<file path="src/rtl/qte_fifo.sv">
// Short queue that decouples the front part from the back part.
// Depends on nothing beyond its parameters.
module qte_fifo #(
    parameter int WIDTH = 8
)
(
    input  logic             clk,
    input  logic             rst_n,
    input  logic             in_valid,
    output logic             in_ready,
    input  logic [WIDTH-1:0] in_data,
    output logic             out_valid,
    input  logic             out_ready,
    output logic [WIDTH-1:0] out_data
);
    logic [WIDTH-1:0] mem_reg [2];
    logic             wp_reg, rp_reg;
    logic [1:0]       cnt_reg;
    logic             push, pop;

    assign in_ready  = cnt_reg != 2'd2;
    assign out_valid = cnt_reg != 2'd0;
    assign out_data  = mem_reg[rp_reg];
    assign push      = in_valid && in_ready;
    assign pop       = out_valid && out_ready;

    always_ff @(posedge clk or negedge rst_n)
    begin
        if (!rst_n)
        begin
            wp_reg  <= 1'b0;
            rp_reg  <= 1'b0;
            cnt_reg <= 2'd0;
        end
        else
        begin
            if (push) wp_reg <= !wp_reg;
            if (pop) rp_reg <= !rp_reg;
            cnt_reg <= cnt_reg + {1'b0, push} - {1'b0, pop};
        end
    end

    always_ff @(posedge clk)
    begin
        if (push) mem_reg[wp_reg] <= in_data;
    end

endmodule

</file>
<file path="config.mk">
export PLATFORM = sky130hd
export DESIGN_NAME = qte_fifo
export DESIGN_NICKNAME = d
export VERILOG_FILES = /design/src/rtl/qte_fifo.sv
export SDC_FILE = /design/constraint.sdc
export NUM_CORES = 1
export LEC_CHECK = 0
export ABC_AREA = 1
export BUFFER_PORTS_ARGS = -buffer_cell sky130_fd_sc_hd__buf_2
export CAP_MARGIN = 5
export CORE_MARGIN = 2
export CORE_UTILIZATION = 47
export CTS_BUF_LIST = sky130_fd_sc_hd__clkbuf_2
export DETAILED_ROUTE_END_ITERATION = 8
export GPL_TIMING_DRIVEN = 1
export PLACE_DENSITY_LB_ADDON = 0.3
export SYNTH_ARGS = -nofsm -noshare
export SYNTH_HDL_FRONTEND = slang
export SYNTH_SLANG_ARGS = --single-unit
</file>
<file path="constraint.sdc">
create_clock -name clk -period 1.4 [get_ports clk]
set_input_delay 0.28 -clock clk [delete_from_list [all_inputs] [get_ports clk]]
set_output_delay 0.28 -clock clk [all_outputs]
set_load 0.02 [all_outputs]
</file>
==> results of run 1 <==
==> per-layer routing <==
metal / global-route usage, % / wire (um) / vias up
met5: 0 / 0 / -
met4: 8.57 / 21 / 0
met3: 5.16 / 84 / 4
met2: 29.0 / 942 / 22
li1: - / - / 310
met1: 16.6 / 609 / 307
==> timing repair <==
item	in CTS	in global routing
cloned	0	0
setup buffers	4	3
resized for setup	30	31
pin swaps	4	15
setup endpoints to repair	11	11
hold endpoints to repair	4	0
hold buffers	1	0
==> synth_stat cells, types with 2 or more instances <==
| cell type | n | share of area [%] |
|---|---|---|
| inv_1 | 6 | 2.7 |
| nand2_2 | 3 | 2.3 |
| nand2_1 | 29 | 13 |
| nor2_1 | 2 | 0.91 |
| inv_2 | 2 | 0.91 |
| nor2_2 | 3 | 2.3 |
| dfrtp_1 | 4 | 12 |
| nand3_1 | 2 | 1.2 |
| edfxtp_1 | 16 | 58 |
==> area by class of cell <==
| class | count | share of cell area, % |
|---|---|---|
| repair buffers | 35 | 22.1 |
| flip-flops and latches | 20 | 45.6 |
| well taps | 17 | 1.66 |
| clock inverters | 1 | 2.34 |
| multi-input cells | 44 | 24.4 |
| clock buffers | 3 | 1.17 |
| inverters | 8 | 2.73 |
==> power by group through the flow <==
stage / sequential [W] / combinational, W / clock, W
after floorplan: 0.000901 / 0.000651 / 0
after global placement: 0.000933 / 0.000934 / 0
after detailed placement: 0.000940 / 0.000960 / 0
after CTS: 0.000952 / 0.00130 / 0.000434
after global routing: 0.000995 / 0.00172 / 0.000450
final: 0.000976 / 0.00161 / 0.000427
==> critical path: stages (launching register included) <==
cell,delay (ns)
dfrtp_2,0.48
buf_6,0.15
nand2_2,0.06
nand2_2,0.05
buf_6,0.13
==> worst paths after layout <==
path,to,slack [ns],depth (start not counted)
max,out_data[1],-0.08,4
min,mem_reg[0][0],0.13,1
max reg2reg,cnt_reg[1],-0.03,11
min reg2reg,wp_reg,0.57,2
max in group asynchronous,rp_reg,0.99,2
min in group asynchronous,cnt_reg[1],0.28,2
==> stage by stage <==
step	hold WS [ns]	util [%]	area, um2	std cells	setup WS (ns)
2_1_floorplan	-0.0156	-	825	73	0.0559
3_3_place_gp	0.0926	58.7	991	116	0.0849
3_5_place_dp	0.0950	58.7	991	116	0.00576
4_1_cts	0.115	68.7	1160	125	-0.0777
5_1_grt	0.105	75.9	1280	128	-0.126
6_report	0.127	75.9	1280	128	-0.0755
==> kinds of logic (layout without fill, tap and decap cells) <==
| kind of cell | after synthesis | after routing |
|---|---|---|
| adder cells (fa/ha/maj) | 1 | 1 |
| flip-flops | 20 | 20 |
| XOR/XNOR | 1 | 1 |
| AO/OA/AOI/OAI | 2 | 2 |
| AND/OR/NAND/NOR | 40 | 40 |
| buffers and inverters | 9 | 47 |
==> run metrics, run 1 <==
status=finished with violations; violated checks=negative setup slack; Via-to-Cell Ratio=5.02; Synth Area per Inst=between 10 and 15 um2; footprint of the multi-input gates=313 um2; IO Port Bufs=21; CTS tree=built; Synth Area in XOR/XNOR=1.07%; simple-gate share of the synthesized area=a little over a fifth; number of register bits inferred by synthesis=20; Slew Viols, Final=0; power share of the clock group=14.2%; RSZ-0062 raised after global routing=yes; diodes inserted=0; # rows=15; final hold violation count=0; first-pass GRT wire length=2290 um; GRT overflow=0; 1st-pass router iterations=4; Initial Utilization=48.7%; CTS max path bufs=2; CP Launch Type=register; highest-count cells in the layout ignoring fill and taps=nand2_2 (19), edfxtp_1 (16), buf_6 (12); relative slew slack=87.5%; Setup WS post-layout=-0.0755 ns; number of global-route vias before repair=578; post-synthesis mux area share=0%; WL final=1660 um; Logic pwr share=53.4%; Post-layout nets=125; Worst Path Max Fanout=4; Seq pwr share=32.4%; CP Launch Point=rp_reg; CP arrival=roughly 1.2 ns; Hold Startpoint=in_data[0]; clock root cell=clkbuf_2; die area=2100 um2; routed len/inst=~13 um; Sink Count=20; Worst-Margin Slew=0.188 ns; FFs w/ async S/R, synth=20.0%; via count=643; total core area=around 1700 um2; Die Wd=45.8 um; Seq. cell area=584 um2; Clk pin slew, worst setup/hold paths=0.19 ns; Int Pwr=0.00185 W; largest net degree at the start of global routing=13; final setup fails=10; Lkg Pwr=0.581 nW; FF-to-FF Start=cnt_reg[0]; P&R area growth vs syn=55.9%; layout cells sized above 1=between 70% and 80%; Die Height=45.8 um; synth unique cells=15; Gate Count Post-Synth=73; Switching Share=38.7%; Hold Path Class=input pin to register; H-Tree Depth=1; Power Total=0.00301 W; clk_lat worst skew=0.32 ns; Synth Flop Type=edfxtp_1; required time of the critical path=around 1.1 ns; number of max-cap violations=0; GP Congestion=0.824; Power Dens Cells=between 2000 and 2500 nW/um2; Fmax=678 MHz; Net Count, Synth=86; Final Cycle Share=105%; EDFF count, synth=16; Post-Syn Area=822 um2; leading cell type in the layout, fill and taps excluded=nand2_2; net switching power=0.00117 W; final setup skew=0.00347 ns; main combinational cell family by area after synthesis=simple AND/OR/NAND/NOR gates; Adder-Cell Fraction of Synth Area=1.52%; initial antenna violation count=0; Synth warnings=0; VDD IR max=0.00180 V; setup TNS=-0.489 ns; sequential share of the synthesized area=70.6%; Critical Path End Type=primary output; First DRT Iteration DRCs=8; Filler Cells Inserted=110; Largest register FFs=16; cts bufs inserted=3; crit path time final=roughly 1.5 ns; compound-cell area share of the yosys netlist=1.22%; Setup CP Type=register to primary output; GRT Total Usage=between 15 and 20%; post-detail-place hpwl=between 900 and 1000 um; I/O pin cnt=22; Remaining DRCs=0; ANT nets after route=0
No activity file was read; power rests on OpenSTA's default activity.
==> run 2, diff against run 1 <==
BUFFER_PORTS_ARGS = -buffer_cell sky130_fd_sc_hd__buf_4   (was -buffer_cell sky130_fd_sc_hd__buf_2)
==> run 2 against run 1 <==
Effect of this change: the flow still finishes with violations (negative setup slack); clock power is 2% lower; clock skew is 0.0019 ns lower; clock-buffer cell count stayed put; register-to-register slack hardly changed; hold slack better by 0.0094 ns; die area stayed put; cell count is 1.6% lower; critical endpoint is now out_data[5]; largest cell class unchanged; highest routed layer unchanged.
==> run metrics, run 2 (synthesis gave the netlist of run 1 again) <==
Lkg Pwr=0.578 nW; setup TNS=-0.457 ns; top routing layer in use=met4; routed length on met3=102 um; Fmax=685 MHz; VDD IR max=0.00140 V; met2 WL post-DR=roughly 1000 um; CTS tree=built; initial antenna violation count=0; Die Height=45.8 um; CTS max path bufs=2; routed len/inst=13.8 um; number of global-route vias before repair=652; GRT Total Usage=17.6%; Worst Path Max Fanout=5; violated checks=negative setup slack; Setup WS post-layout=-0.0603 ns; I/O pin cnt=22; slowest stage delay, CP=0.49 ns; first-pass GRT wire length=2520 um; Critical Path End Type=primary output; RSZ-0062 raised after global routing=yes; total core area=1690 um2; status=finished with violations; largest net degree at the start of global routing=13; Die Wd=45.8 um; CP delay by family, top=flip-flops; 1st-pass router iterations=4; power share of the clock group=approximately 14%; Layout Utilization=76.1%; Post-layout nets=123; Seq. cell area=584 um2; Switching Share=38.4%; Hold Path Class=input pin to register; # rows=15; post-detail-place hpwl=1120 um; Hold Startpoint=in_data[0]; net switching power=0.00112 W; crit path time final=1.46 ns; Via-to-Cell Ratio=just over 5; slowest CP cell=dfrtp_2; CP arrival=1.18 ns; clk_lat worst skew=0.31 ns; cell breakdown of the critical path=buf_6 > nand2_2 > nand2_2 > buf_6; cts bufs inserted=3; Initial Utilization=between 40% and 50%; H-Tree Depth=1; GP Congestion=0.816; leading cell type in the layout, fill and taps excluded=buf_4; die area=2100 um2; clock root cell=clkbuf_2; Setup CP Type=register to primary output; via count=644; IO Port Bufs=21; final hold violation count=0; Final Cycle Share=104%; Filler Cells Inserted=99; Logic pwr share=approximately 52%; diodes inserted=0; Largest register FFs=16; final setup skew=0.00160 ns; Worst-Margin Slew=0.180 ns; WL final=~1700 um; Sink Count=20; highest-count cells in the layout ignoring fill and taps=buf_4 (19), nand2_2 (17), edfxtp_1 (16); Int Pwr=0.00181 W; CP Launch Type=register; worst path bufs/invs=2; final setup fails=9; layout cells sized above 1=between 60% and 70%; CP Launch Point=rp_reg; footprint of the multi-input gates=300 um2; First DRT Iteration DRCs=15; FF-to-FF Start=cnt_reg[0]; required time of the critical path=about 1.1 ns; met1 WL=620 um; ANT nets after route=0; Remaining DRCs=0; P&R area growth vs syn=56.3%; Slew Viols, Final=0; relative slew slack=88.0%; Power Dens Cells=between 2000 and 2500 nW/um2; Clk pin slew, worst setup/hold paths=0.18 ns; Seq pwr share=around 34%; number of max-cap violations=0; GRT overflow=0
[run 2: final cells by class]
type | count | share of cell area (%)
sequential | 20 | 45.5
multi-input combinational | 44 | 23.4
timing repair buffer | 33 | 23.3
inverter | 8 | 2.73
clock inverter | 1 | 2.34
tap | 17 | 1.66
clock buffer | 3 | 1.17
[run 2: power by group through the flow]
stage          logic (W)  clock network (W)  registers, W
2_1_floorplan   0.000651                  0      0.000901
3_3_place_gp     0.00104                  0      0.000929
3_5_place_dp     0.00107                  0      0.000938
4_1_cts          0.00137           0.000425      0.000949
5_1_grt          0.00164           0.000443      0.000999
6_report         0.00153           0.000417      0.000986
[run 2: metal layers]
metal	global-route usage (%)	up-vias
met2	32.7	24
met1	18.1	311
met3	2.78	4
met5	0	-
li1	-	305
met4	10.9	0
[run 2: path summary, 6_finish.rpt]
| check | endpoint | slack (ns) | cells after the start |
|---|---|---|---|
| setup / recovery | out_data[5] | -0.06 | 4 |
| hold / removal | mem_reg[0][0] | 0.14 | 1 |
| setup reg to reg | cnt_reg[1] | -0.03 | 9 |
| hold reg to reg | wp_reg | 0.59 | 2 |
| max in group asynchronous | rp_reg | 1.02 | 2 |
| min in group asynchronous | cnt_reg[0] | 0.27 | 2 |
[run 2: worst reg2reg max path, delay by kind of cell (launching register included)]
kind,cells,cell delay (ns)
DFF,1,0.49
buffers and inverters,1,0.03
AOI/OAI and AO/OA,1,0.19
and+or+nand+nor,6,0.50
adders and majority gates,1,0.13
[run 2: what timing repair did]
action	4_1_cts	5_1_grt
pin swaps	11	7
gates cloned	0	0
setup endpoints to repair	10	19
hold buffers	1	0
endpoints found under the hold margin	4	0
resized for setup	27	19
setup buffers	4	1
[run 2: stage by stage]
step | area (um2) | total power (W) | worst slack [ns] | hold slack [ns] | instances
6_report | 1280 | 0.00293 | -0.0603 | 0.137 | 126
5_1_grt | 1280 | 0.00308 | -0.108 | 0.119 | 126
4_1_cts | 1210 | 0.00274 | -0.0682 | 0.128 | 125
3_5_place_dp | 1040 | 0.00201 | 0.0118 | 0.0796 | 116
3_3_place_gp | 1040 | 0.00197 | 0.0597 | 0.0816 | 116
2_1_floorplan | 825 | 0.00155 | 0.0559 | -0.0156 | 73
